===== config.mk =====
export PLATFORM = sky130hd
export DESIGN_NAME = dle_stuffed_frame_receiver_core_flat
export DESIGN_NICKNAME = d
export VERILOG_FILES = /design/src/rtl/dsfr_pkg.sv /design/src/rtl/dsfr_req_if.sv /design/src/rtl/dsfr_rsp_if.sv /design/src/rtl/dsfr_step.sv /design/src/rtl/dle_stuffed_frame_receiver_core.sv /design/src/flat_wrapper.sv
export SDC_FILE = /design/constraint.sdc
export NUM_CORES = 1
export LEC_CHECK = 0
export BUFFER_PORTS_ARGS = -buffer_cell sky130_fd_sc_hd__buf_2
export CORE_UTILIZATION = 40
export CTS_CLUSTER_DIAMETER = 100
export DETAILED_ROUTE_END_ITERATION = 8
export PLACE_DENSITY = 0.7
export SLEW_MARGIN = 20
export SYNTH_ARGS = -nofsm -noshare
export SYNTH_HDL_FRONTEND = slang
export SYNTH_SLANG_ARGS = --single-unit

===== constraint.sdc =====
create_clock -name clock -period 8.4 [get_ports clock]
set_clock_uncertainty 0.2 [all_clocks]
set_input_delay 2.52 -clock clock [delete_from_list [all_inputs] [get_ports clock]]
set_output_delay 2.52 -clock clock [all_outputs]
set_load 0.01 [all_outputs]

===== src/rtl/dsfr_pkg.sv =====
// types and constants of the dle stuffed frame receiver
package dsfr_pkg;

   localparam logic [7:0] SYNC_BYTE = 8'h10;
   localparam logic [7:0] END_BYTE  = 8'h03;

   localparam logic [7:0] ID_F5 = 8'hf5;
   localparam logic [7:0] ID_F7 = 8'hf7;
   localparam logic [7:0] ID_E5 = 8'he5;
   localparam logic [7:0] ID_4A = 8'h4a;
   localparam logic [7:0] ID_4B = 8'h4b;

   localparam int INDEX_W  = 12;
   localparam int LENGTH_W = 13;

   typedef enum logic [1:0] {
      EV_NONE     = 2'd0,
      EV_COMPLETE = 2'd1,
      EV_OVERFLOW = 2'd2
   } event_type;

   typedef struct packed {
      logic                byte_kept;
      logic [INDEX_W-1:0]  keep_index;
      logic [7:0]          kept_value;
      event_type           frame_event;
      logic [LENGTH_W-1:0] frame_length;
      logic [7:0]          message_id;
      logic                known_type;
   } rsp_type;

   function automatic logic id_is_known(input logic [7:0] id);
      return (id == ID_F5) || (id == ID_F7) || (id == ID_E5) ||
             (id == ID_4A) || (id == ID_4B);
   endfunction

endpackage


===== src/rtl/dsfr_req_if.sv =====
// received byte channel
interface dsfr_req_if;
   logic       valid;
   logic       ready;
   logic [7:0] rx_byte;

   modport source (output valid, output rx_byte, input ready);
   modport sink (input valid, input rx_byte, output ready);
endinterface


===== src/rtl/dsfr_rsp_if.sv =====
// per-byte result channel
interface dsfr_rsp_if;
   logic                          valid;
   logic                          ready;
   logic                          byte_kept;
   logic [dsfr_pkg::INDEX_W-1:0]  keep_index;
   logic [7:0]                    kept_value;
   logic [1:0]                    frame_event;
   logic [dsfr_pkg::LENGTH_W-1:0] frame_length;
   logic [7:0]                    message_id;
   logic                          known_type;

   modport source (output valid, output byte_kept, output keep_index, output kept_value,
                   output frame_event, output frame_length, output message_id,
                   output known_type, input ready);
   modport sink (input valid, input byte_kept, input keep_index, input kept_value,
                 input frame_event, input frame_length, input message_id,
                 input known_type, output ready);
endinterface


===== src/rtl/dsfr_step.sv =====
// next-state and result logic for one received byte
module dsfr_step #(
   parameter int MAX_FRAME_LEN = 4096
) (
   input  logic [7:0]                      rx_byte,
   input  logic [$clog2(MAX_FRAME_LEN)-1:0] count,
   input  logic                            toggle,
   input  logic [7:0]                      type_byte,
   output logic [$clog2(MAX_FRAME_LEN)-1:0] count_next,
   output logic                            toggle_next,
   output logic [7:0]                      type_next,
   output dsfr_pkg::rsp_type               rsp
);
   localparam int CW = $clog2(MAX_FRAME_LEN);
   localparam logic [CW:0] MAX_C = (CW+1)'(MAX_FRAME_LEN);
   localparam logic [CW-1:0] ONE = CW'(1);
   localparam logic [CW-1:0] TWO = CW'(2);

   logic          is_sync;
   logic          is_end;
   logic          tog_flip;
   logic          keep;
   logic [CW:0]   inc;

   assign is_sync  = (rx_byte == dsfr_pkg::SYNC_BYTE);
   assign is_end   = (rx_byte == dsfr_pkg::END_BYTE);
   assign tog_flip = toggle ^ is_sync;
   // only the first of a doubled sync byte is stored
   assign keep     = !is_sync || tog_flip;
   assign inc      = keep ? ({1'b0, count} + (CW+1)'(1)) : {1'b0, count};

   always_comb begin
      count_next   = count;
      toggle_next  = toggle;
      type_next    = type_byte;
      rsp          = '0;
      rsp.frame_event = dsfr_pkg::EV_NONE;
      if (count == '0 && is_sync) begin
         rsp.byte_kept  = 1'b1;
         rsp.kept_value = rx_byte;
         count_next     = ONE;
      end else if (count == ONE && !is_sync && !is_end) begin
         rsp.byte_kept  = 1'b1;
         rsp.keep_index = dsfr_pkg::INDEX_W'(ONE);
         rsp.kept_value = rx_byte;
         type_next      = rx_byte;
         count_next     = TWO;
         toggle_next    = 1'b0;
      end else begin
         toggle_next = tog_flip;
         if (keep) begin
            rsp.byte_kept  = 1'b1;
            rsp.keep_index = dsfr_pkg::INDEX_W'(count);
            rsp.kept_value = rx_byte;
            if (count == ONE) begin
               type_next = rx_byte;
            end
         end
         if (is_end && tog_flip) begin
            rsp.frame_event  = dsfr_pkg::EV_COMPLETE;
            rsp.frame_length = dsfr_pkg::LENGTH_W'(inc);
            rsp.message_id   = type_next;
            rsp.known_type   = dsfr_pkg::id_is_known(type_next);
            count_next       = '0;
         end else if (inc >= MAX_C) begin
            rsp.frame_event = dsfr_pkg::EV_OVERFLOW;
            count_next      = '0;
         end else begin
            count_next = inc[CW-1:0];
         end
      end
   end
endmodule


===== src/rtl/dle_stuffed_frame_receiver_core.sv =====
// Receives a byte stream framed as sync 0x10, message id, payload with 0x10 doubled, and the
// ending pair 0x10 0x03. Every accepted byte yields exactly one result item: whether and where
// the byte is stored in the frame, and an event (none, frame complete with length, id and a
// known-type flag, or overflow once MAX_FRAME_LEN bytes are stored). The escape toggle is
// kept across frames and a non-sync byte in idle is stored as byte 0. One byte is taken every
// cycle while no result is held back; a byte goes into the input register when accepted, and
// its result is computed from there into the result register. A result that is held
// back stalls the input once the input register is also full. The byte counter, escape toggle
// and message id updates in the step logic are the only loops.
module dle_stuffed_frame_receiver_core #(
   parameter int MAX_FRAME_LEN = 4096
) (
   input logic       clock,
   input logic       reset,
   dsfr_req_if.sink  req_ch,
   dsfr_rsp_if.source rsp_ch
);
   localparam int CW = $clog2(MAX_FRAME_LEN);

   logic              in_valid_ff;
   logic [7:0]        in_byte_ff;
   logic              rsp_valid_ff;
   dsfr_pkg::rsp_type rsp_data_ff;
   logic [CW-1:0]     count_ff;
   logic              toggle_ff;
   logic [7:0]        type_ff;

   logic [CW-1:0]     count_in;
   logic              toggle_in;
   logic [7:0]        type_in;
   dsfr_pkg::rsp_type rsp_in;
   logic              advance;
   logic              step;

   // result slot frees up when empty or being taken
   assign advance = !rsp_valid_ff || rsp_ch.ready;
   assign step    = in_valid_ff && advance;
   assign req_ch.ready = !in_valid_ff || advance;

   dsfr_step #(
      .MAX_FRAME_LEN(MAX_FRAME_LEN)
   ) u_step (
      .rx_byte     (in_byte_ff),
      .count       (count_ff),
      .toggle      (toggle_ff),
      .type_byte   (type_ff),
      .count_next  (count_in),
      .toggle_next (toggle_in),
      .type_next   (type_in),
      .rsp         (rsp_in)
   );

   always_ff @(posedge clock) begin
      if (reset) begin
         in_valid_ff  <= 1'b0;
         rsp_valid_ff <= 1'b0;
         count_ff     <= '0;
         toggle_ff    <= 1'b0;
         type_ff      <= '0;
      end else begin
         if (req_ch.valid && req_ch.ready) begin
            in_valid_ff <= 1'b1;
            in_byte_ff  <= req_ch.rx_byte;
         end else if (step) begin
            in_valid_ff <= 1'b0;
         end
         if (step) begin
            rsp_valid_ff <= 1'b1;
            rsp_data_ff  <= rsp_in;
            count_ff     <= count_in;
            toggle_ff    <= toggle_in;
            type_ff      <= type_in;
         end else if (rsp_ch.ready) begin
            rsp_valid_ff <= 1'b0;
         end
      end
   end

   assign rsp_ch.valid        = rsp_valid_ff;
   assign rsp_ch.byte_kept    = rsp_data_ff.byte_kept;
   assign rsp_ch.keep_index   = rsp_data_ff.keep_index;
   assign rsp_ch.kept_value   = rsp_data_ff.kept_value;
   assign rsp_ch.frame_event  = rsp_data_ff.frame_event;
   assign rsp_ch.frame_length = rsp_data_ff.frame_length;
   assign rsp_ch.message_id   = rsp_data_ff.message_id;
   assign rsp_ch.known_type   = rsp_data_ff.known_type;
endmodule


===== src/flat_wrapper.sv =====
// flat-port wrapper written by rule: the top's interface ports become plain ports
module dle_stuffed_frame_receiver_core_flat 
#(
   parameter int MAX_FRAME_LEN = 4096
)
  (clock, reset, req_ch_valid, req_ch_rx_byte, req_ch_ready, rsp_ch_valid, rsp_ch_byte_kept, rsp_ch_keep_index, rsp_ch_kept_value, rsp_ch_frame_event, rsp_ch_frame_length, rsp_ch_message_id, rsp_ch_known_type, rsp_ch_ready);
  dsfr_req_if req_ch_i ();
  dsfr_rsp_if rsp_ch_i ();
  input logic clock;
  input logic reset;
  input wire logic [$bits(req_ch_i.valid)-1:0] req_ch_valid;
  input wire logic [$bits(req_ch_i.rx_byte)-1:0] req_ch_rx_byte;
  output wire logic [$bits(req_ch_i.ready)-1:0] req_ch_ready;
  output wire logic [$bits(rsp_ch_i.valid)-1:0] rsp_ch_valid;
  output wire logic [$bits(rsp_ch_i.byte_kept)-1:0] rsp_ch_byte_kept;
  output wire logic [$bits(rsp_ch_i.keep_index)-1:0] rsp_ch_keep_index;
  output wire logic [$bits(rsp_ch_i.kept_value)-1:0] rsp_ch_kept_value;
  output wire logic [$bits(rsp_ch_i.frame_event)-1:0] rsp_ch_frame_event;
  output wire logic [$bits(rsp_ch_i.frame_length)-1:0] rsp_ch_frame_length;
  output wire logic [$bits(rsp_ch_i.message_id)-1:0] rsp_ch_message_id;
  output wire logic [$bits(rsp_ch_i.known_type)-1:0] rsp_ch_known_type;
  input wire logic [$bits(rsp_ch_i.ready)-1:0] rsp_ch_ready;
  assign req_ch_i.valid = req_ch_valid;
  assign req_ch_i.rx_byte = req_ch_rx_byte;
  assign req_ch_ready = req_ch_i.ready;
  assign rsp_ch_valid = rsp_ch_i.valid;
  assign rsp_ch_byte_kept = rsp_ch_i.byte_kept;
  assign rsp_ch_keep_index = rsp_ch_i.keep_index;
  assign rsp_ch_kept_value = rsp_ch_i.kept_value;
  assign rsp_ch_frame_event = rsp_ch_i.frame_event;
  assign rsp_ch_frame_length = rsp_ch_i.frame_length;
  assign rsp_ch_message_id = rsp_ch_i.message_id;
  assign rsp_ch_known_type = rsp_ch_i.known_type;
  assign rsp_ch_i.ready = rsp_ch_ready;
  dle_stuffed_frame_receiver_core #(.MAX_FRAME_LEN(MAX_FRAME_LEN)) u_core (.clock(clock), .reset(reset), .req_ch(req_ch_i), .rsp_ch(rsp_ch_i));
endmodule

Word-level counts from Yosys, hierarchy flattened
Index checks and enable logic that the tools add are counted.
Widths: inputs -> output; s select.
- add/subtract/negate cells: 1
- $lt $le $gt $ge: 1
- equality and inequality tests: 8
- muxes and demuxes: 20
- bitwise gates (word level): 5
- reductions and logical operators: 27
- operator list (kind ; number):
    $mux 12 ; 4
    $mux 8 ; 6
    $eq 8x8->1 const B ; 3
    $mux 21 ; 1
    $eq 8x7->1 const B ; 2
    $add 12x1->13 const B ; 1
    $ge 13x13->1 const B ; 1
    $mux 13 ; 1
    $eq 12x1->1 const B ; 1
    $logic_not 12->1 ; 1
    $mux 9 ; 1
    $reduce_or 3->1 ; 3
    $eq 8x2->1 const B ; 1
    $eq 8x5->1 const B ; 1
    $logic_or 1x1->1 ; 7
    $logic_and 1x1->1 ; 6
    $mux 1 ; 6
    $reduce_and 2->1 ; 3
    $logic_not 1->1 ; 4
    $not 1->1 ; 4
    $reduce_bool 2->1 ; 2
    $mux 2 ; 1
    $reduce_or 2->1 ; 1
    $xor 1x1->1 ; 1
- register bits: 76
- input port bits: 12
- output and inout bits: 47
- word-level logic and storage cells: 77

Depth between registers and ports, before layout
Gate-level depths: netlist of the first run.
- word-level depth: 11
- mapped depth: 9
- depth with buffers taken out: 8

By module
A second synthesis of the first run with hierarchy kept.
- cells, all modules: 317
- area, all modules: 3883.7 um2
- modules (own cells, without submodules) (module ; instances ; cells an instance ; area each (um2)):
    dle_stuffed_frame_receiver_core ; 1 ; 160 ; 2637.5
    dsfr_step ; 1 ; 157 ; 1246.2

Least setup slack after synthesis of the first run
OpenSTA, ideal clock, no wires.
- kind: in2reg
- start point: in rsp_ch_ready
- end point: reg u_core.count_ff[10]
- library setup time: 0.058 ns
- data arrival time: 7.160 ns
- data required time: 8.142 ns
- slack: 0.982 ns
- stages on the path: 5
- path buffers: 0
- path through: nor2b_1 -> nor3b_1 -> nand3_4 -> o311ai_0 -> o21a_1
- cells in the longest elaborated chain, start to end: 2
- ends and longest elaborated chain (what ; line ; RTL):
    start: declaration ; flat_wrapper.sv:22 ; input wire logic [$bits(rsp_ch_i.ready)-1:0] rsp_ch_ready;
    $logic_or 1x1->1 ; dle_stuffed_frame_receiver_core.sv:36 ; assign advance = !rsp_valid_ff || rsp_ch.ready;
    $logic_and 1x1->1 ; dle_stuffed_frame_receiver_core.sv:37 ; assign step = in_valid_ff && advance;
    end signal: assignment ; dle_stuffed_frame_receiver_core.sv:70 ; count_ff <= count_in;
    end: declaration ; dle_stuffed_frame_receiver_core.sv:24 ; logic [CW-1:0] count_ff;
No other way between the ends.
A chain may end at the register's enable or synchronous reset.

Final worst setup path of the first run
- start point: in rsp_ch_ready
- end point: out req_ch_ready
- cells in the longest elaborated chain, start to end: 2
- ends and longest elaborated chain (what ; line ; RTL):
    $logic_or 1x1->1 ; dle_stuffed_frame_receiver_core.sv:36 ;
    $logic_or 1x1->1 ; dle_stuffed_frame_receiver_core.sv:38 ; assign req_ch.ready = !in_valid_ff || advance;
    end: declaration ; flat_wrapper.sv:13 ; output wire logic [$bits(req_ch_i.ready)-1:0] req_ch_ready;
No other way between the ends.

==> results of run 1 <==
Yosys cell counts (2+ instances only):
master    instances
dfxtp_1          23
and2_1           15
nor3_2            2
a211o_1           5
inv_1             7
nand3_1          17
a21oi_1          28
nand2_1          34
nand4_1           6
edfxtp_1         53
clkbuf_1          7
xor2_1            3
or4_4             2
nand2b_1          8
o311ai_0          4
nor3_1            3
nor2_1           20
ha_1              5
mux2i_1           2
xnor2_1           4
buf_2             4
a21o_1            3
or2_2             3
nor2b_1           7
and4_1            4
nor4_1            6
and3b_1           2
and4b_1           2
or3_1             5
o21a_1            4
buf_6             2
o21ai_0           8
power groups by stage:
stage | registers [W] | logic [W] | clock network, W
final | 0.000415 | 0.0000449 | 0.000304
after global routing | 0.000416 | 0.0000502 | 0.000325
after CTS | 0.000415 | 0.0000447 | 0.000309
after detailed placement | 0.000424 | 0.0000446 | 0
after global placement | 0.000423 | 0.0000434 | 0
after floorplan | 0.000426 | 0.0000267 | 0
cell families (layout without fill, tap and decap cells):
logic type | count (synthesis) | in the layout | synth area share [%]
and+or+nand+nor | 143 | 143 | 22.9
buffers and inverters | 22 | 82 | 3.06
AOI/OAI and AO/OA | 58 | 58 | 11.0
adders and majority gates | 5 | 5 | 1.80
DFF | 76 | 76 | 59.0
xor gates and xnor gates | 7 | 7 | 1.76
muxes | 2 | 2 | 0.575
registers in the layout (all words and copies together), names as in the netlist:
name                        count
u_core.rsp_ch.frame_event       2
u_core.count_ff                12
u_core.type_ff                  8
u_core.in_byte_ff               8
u_core.in_valid_ff              1
u_core.rsp_ch.message_id        8
u_core.rsp_ch.byte_kept         1
u_core.rsp_ch.frame_length     13
u_core.rsp_ch.kept_value        8
u_core.rsp_ch.keep_index       12
u_core.rsp_ch.valid             1
u_core.rsp_ch.known_type        1
u_core.toggle_ff                1
worst max-delay path by stage:
stage / end / slack (ps) / from / cells past startpoint
after detailed placement: req_ch_ready / 2550 / rsp_ch_ready / 4
after CTS: req_ch_ready / 2550 / rsp_ch_ready / 4
after global routing: req_ch_ready / 2380 / rsp_ch_ready / 4
after global placement: req_ch_ready / 2560 / rsp_ch_ready / 4
final: req_ch_ready / 2470 / rsp_ch_ready / 4
after floorplan: u_core.count_ff[10] / 980 / rsp_ch_ready / 5
final cells by class:
| type | instances | area share [%] |
|---|---|---|
| inverters | 7 | 0.648 |
| clock inverters | 4 | 1.79 |
| flip-flops and latches | 76 | 50.6 |
| repair buffers | 59 | 7.34 |
| well taps | 105 | 3.24 |
| clock buffers | 12 | 3.58 |
| multi-input cells | 215 | 32.8 |
critical path, stage by stage:
cell and delay, ps:
buf_2 90, nor2b_1 330, nand2_1 120, buf_2 150
per-layer routing:
layer,GRT usage (%),vias to the layer above
li1,-,1261
met1,24.6,1189
met2,21.9,97
met3,4.07,9
met4,8.71,0
met5,0,-
per-stage QoR:
| step | cell area [µm²] | utilization, % | setup WS [ps] | std cells | hold WS [ps] |
|---|---|---|---|---|---|
| after floorplan | 3480 | - | 982 | 313 | 236 |
| after global placement | 3830 | 46.2 | 2560 | 462 | 247 |
| after detailed placement | 3830 | 46.2 | 2550 | 462 | 250 |
| after CTS | 4050 | 48.8 | 2550 | 478 | 260 |
| after global routing | 4060 | 48.9 | 2380 | 478 | 305 |
| final | 4060 | 48.9 | 2470 | 478 | 263 |
==> results.yml, run 1 <==
outcome:
  outcome: "completed"
pwr:
  p_clk_share_pct: 39.8
  power_switching_w: 0.000165
  finalPower_w: 0.000764
  p_int_w: 0.000599
  leakage_nw: 1.40
  ir_drop_v: 0.0000957
  combPwrFrac_pct: 5.9
  switching_share_pct: 21.6
  powerDensity_nw_per_um2: 188
  power_frac_seq_pct: 54.3
timing:
  fin_crit_ps: 5930
  setup_viol: 0
  relSlewSlack_pct: 47.1
  slew_viol_final: 0
  period_share_pct: 70.6
  rsz0062_at_grt: "false"
  fmax_ghz: 0.169
  worst_pin_slew_ps: 789
  hold_viol: 0
  setup_tns_ps: 0
layout:
  fillers: 768
  syn_to_final_growth_pct: 16.6
  layout_common_cells: "buf_2 (58), edfxtp_1 (53), nand2_1 (34), a21oi_1 (28), dfxtp_1 (23)"
  seqCellArea_um2: 2050
  drive_gt1_share_pct: 22.5
  multiInputGateArea_um2: 1330
  mostFrequentLayoutCell: "buf_2"
  diodes: 0
  nets: 385
drt:
  met3WireLength_um: 548
  wl_per_cell_um: 14.7
  vias_per_cell: 5.35
  initialDrtViolationCount: 194
  routed-wl-met2_um: 2920
  drc: 0
  vias: 2556
  drtPass1Iterations: 4
  ant_nets: 0
  wl_met1_um: 3400
  wl_um: 7010
  top_layer: "met4"
floorplanning:
  die-area_um2: 9080
  ios: 59
  core_um2: 8300
  start_util_pct: 41.9
  die_x_um: 95.3
  die_h_um: 95.3
  row_count: 33
place:
  io_buffers: 58
  gp_congestion: 0.848
  dp.final_hpwl_um: 4990
logic_synthesis:
  synthCells: 313
  synth_area_leaders: "edfxtp_1 (46%), dfxtp_1 (13%), a21oi_1 (4.0%)"
  synth_top_area_share_pct: 45.7
  ys.flop_type: "edfxtp_1"
  synth-seq-cells: 76
  synth_largest_area_cell: "edfxtp_1"
  ys_seq_area_share_pct: 59.0
  synth-edff-count: 53
  synth_nets: 330
  synthDistinctLibCells: 47
  ys_warn_count: 0
  synth_area_per_cell_um2: 11.1
  async_flop_share_pct: 0
  synthesis.area_um2: 3480
hold_path:
  min_path_cells: 2
  hold_end: "u_core.toggle_ff"
  min_path_type: "flop to flop"
  hold_start: "u_core.toggle_ff"
critical_path:
  r2r_setup_slack_ps: 4610
  cp.arrival_ps: 3210
  critPathMaxFanout: 5
  timing.rr.end: "u_core.count_ff[10]"
  path_class: "input pin to output port"
  cp.required_ps: 5680
  crit_path_start_kind: "input pin"
  endpoint_kind: "output port"
  timing.rr.start: "u_core.in_byte_ff[7]"
  ff2ff_path_depth: 8
clocking:
  cts_htree_levels: 3
  cts_root_buf: "clkbuf_8"
  clock_latency_ps: 350
  cts.repair.resized: 0
  clk_pin_slew_ps: 70
  post_cts_buffers: 0
  clock_path_buffers: 2
  cts_made_buffers: 9
  cts_tree: "built"
  ctsHoldBuffers: 0
  clock-sinks: 76
grt:
  grt_pass1_wl_um: 11200
  grt_pass1_vias: 2218
  grt_max_degree: 35
  grt_use_total_pct: 16.6
  antenna_found_initial: 0
  grt-ovfl-total: 0
job:
  maxCapViolCount: 0
No activity file was read; power rests on OpenSTA's default activity.
==> inputs of run 2 (changes only) <==
ABC_AREA = 1   (was unset)
PLACE_DENSITY = 0.72   (was 0.7)
clock period = 5.41 ns   (was 8.4 ns; I/O delays follow)
==> run 2 against run 1 <==
  * Sequential power grew 57%
  * Power is 60% higher
  * Critical path depth is the same
  * Synthesized area grew 4.2%
  * Sequential cell count stayed put
  * Count of clock-buffer cells in the layout down 1
  * Non-clock buffer count did not move
  * Die area increased by 4.1%
  * Clock power rose by 54%
  * Synthesized cell count rose by 31%
  * Core utilization down 1.1 points
  * Routed wire length increased by 16%
  * Critical endpoint unchanged
  * Largest cell class unchanged
  * Largest power group unchanged
==> results.yml, run 2 <==
clocking:
  cts.repair.resized: 0
  post_cts_buffers: 0
  cts_root_buf: "clkbuf_8"
  clk_pin_slew_ps: 70
  clock_path_buffers: 2
  cts_made_buffers: 9
  clock_latency_ps: 350
  cts_htree_levels: 3
  ctsHoldBuffers: 0
  cts_tree: "built"
  clock-sinks: 76
floorplanning:
  die_h_um: 97.2
  row_count: 34
  ios: 59
  die_x_um: 97.2
  die-area_um2: 9450
  start_util_pct: 41.4
  core_um2: 8760
timing:
  relSlewSlack_pct: 45.2
  slew_viol_final: 0
  worst_pin_slew_ps: 821
  fin_crit_ps: 3860
  fmax_ghz: 0.259
  hold_ws_ps: 287
  hold_viol: 0
  period_share_pct: 71.3
  setup_viol: 0
  rsz0062_at_grt: "false"
  setup_tns_ps: 0
layout:
  syn_to_final_growth_pct: 15.6
  mostFrequentLayoutCell: "nand2_1"
  largest_reg_flops: 13
  nets: 483
  layout_common_cells: "nand2_1 (90), nor2_1 (59), buf_2 (58), edfxtp_1 (53), inv_1 (52)"
  diodes: 0
  drive_gt1_share_pct: 17.0
pwr:
  combPwrFrac_pct: 8.5
  p_int_w: 0.000932
  power_switching_w: 0.000291
  switching_share_pct: 23.8
  leakage_nw: 1.64
  p_clk_share_pct: 38.2
  powerDensity_nw_per_um2: 292
  ir_drop_v: 0.000133
  power_frac_seq_pct: 53.2
logic_synthesis:
  synthDistinctLibCells: 26
  synthSimpleGateAreaFrac_pct: 25.4
  synth-seq-cells: 76
  synth_top_area_share_pct: 43.9
  synth_mux_area_share_pct: 0
  synth_xor_area_share_pct: 1.45
  synth_nets: 428
  ys_seq_area_share_pct: 56.6
  synth_area_per_cell_um2: 8.82
  synth_compound_area_share_pct: 6.56
  synth_top_family_by_area: "simple AND/OR/NAND/NOR gates"
  synth_most_common_cell: "nand2_1"
  ys_top_cells_by_count: "nand2_1 (90), nor2_1 (60), edfxtp_1 (53)"
  ys_warn_count: 0
  synthAdderAreaFrac_pct: 1.73
  ys.flop_type: "edfxtp_1"
  synth-edff-count: 53
  synthesis.area_um2: 3630
  synth_area_leaders: "edfxtp_1 (44%), dfxtp_1 (13%), nand2_1 (9.3%)"
  synthCells: 411
  async_flop_share_pct: 0
  synth_largest_area_cell: "edfxtp_1"
drt:
  wl_um: 8140
  vias_per_cell: 5.25
  initialDrtViolationCount: 201
  vias: 3039
  drtPass1Iterations: 7
  drc: 0
  wl_per_cell_um: 14.1
  ant_nets: 0
place:
  io_buffers: 58
  gp_congestion: 0.838
  dp.final_hpwl_um: 5600
critical_path:
  crit_path_start_kind: "input pin"
  cp.required_ps: 3590
  cp.arrival_ps: 2040
  endpoint_kind: "output port"
  path_class: "input pin to output port"
  critPathMaxFanout: 3
grt:
  grt_pass1_wl_um: 13400
  antenna_found_initial: 0
  grt_use_total_pct: 17.8
  grt-ovfl-total: 0
  grt_max_degree: 46
  grt_pass1_vias: 2946
job:
  maxCapViolCount: 0
outcome:
  outcome: "completed"
hold_path:
  min_path_type: "flop to flop"
[run 2: cell count changes after synthesis, sizes merged, moves of 5 or more]
cell / before / now
inv: 7 / 53
a211o: 5 / 0
a21oi: 28 / 33
and2: 15 / 0
o21ai: 8 / 13
nor4: 6 / 0
nand2b: 8 / 0
nor2: 20 / 63
nor2b: 7 / 0
or3: 5 / 0
nand4: 6 / 26
nand2: 34 / 91
[run 2: final timing paths]
| path | startpoint | endpoint | slack [ps] | depth (start not counted) |
|---|---|---|---|---|
| worst min-delay path | u_core.toggle_ff | u_core.toggle_ff | 290 | 2 |
| worst max register to register | u_core.in_byte_ff[5] | u_core.rsp_ch.known_type | 2070 | 14 |
| worst max-delay path | rsp_ch_ready | req_ch_ready | 1550 | 4 |
| worst min register to register | u_core.toggle_ff | u_core.toggle_ff | 290 | 2 |
[run 2: critical path, stage by stage]
cell and delay (ps):
buf_2 100, inv_1 60, nand3_1 100, buf_2 160
[run 2: cell type report]
cell class / instances / area, µm²
fillers: 849 / 4570
clock inverters: 5 / 76.3
inverters: 54 / 203
multi-input cells: 266 / 1280
well taps: 108 / 135
repair buffers: 59 / 310
flip-flops and latches: 76 / 2050
clock buffers: 11 / 131
[run 2: routing by layer]
metal	vias to the layer above	routed length, µm	track usage, %
met5	-	0	0
met4	0	221	7.24
met3	24	458	5.04
met2	129	4070	30.7
met1	1413	3400	20.9
li1	1473	-	-
[run 2: cell families after synthesis]
kind of cell             after synthesis
AO/OA/AOI/OAI                         47
XOR/XNOR                               6
AND/OR/NAND/NOR                      208
adder cells (fa/ha/maj)                5
buffers and inverters                 69
flip-flops                            76
[run 2: power by group through the flow]
stage,Clock [W],Sequential (W),Combinational [W]
global placement,0,0.000664,0.0000980
detailed placement,0,0.000664,0.000102
global route,0.000496,0.000653,0.000117
CTS,0.000476,0.000651,0.000103
floorplan,0,0.000668,0.0000665
finish,0.000468,0.000651,0.000104
[run 2: metrics by stage]
stage,cell area [µm²],power (W),utilization (%),setup WS (ps),std cells
5_1_grt,4190,0.00127,47.8,1520,579
3_5_place_dp,3960,0.000766,45.2,1550,562
4_1_cts,4170,0.00123,47.6,1550,578
6_report,4190,0.00122,47.8,1550,579
2_1_floorplan,3630,0.000734,-,829,411
3_3_place_gp,3960,0.000762,45.2,1570,562
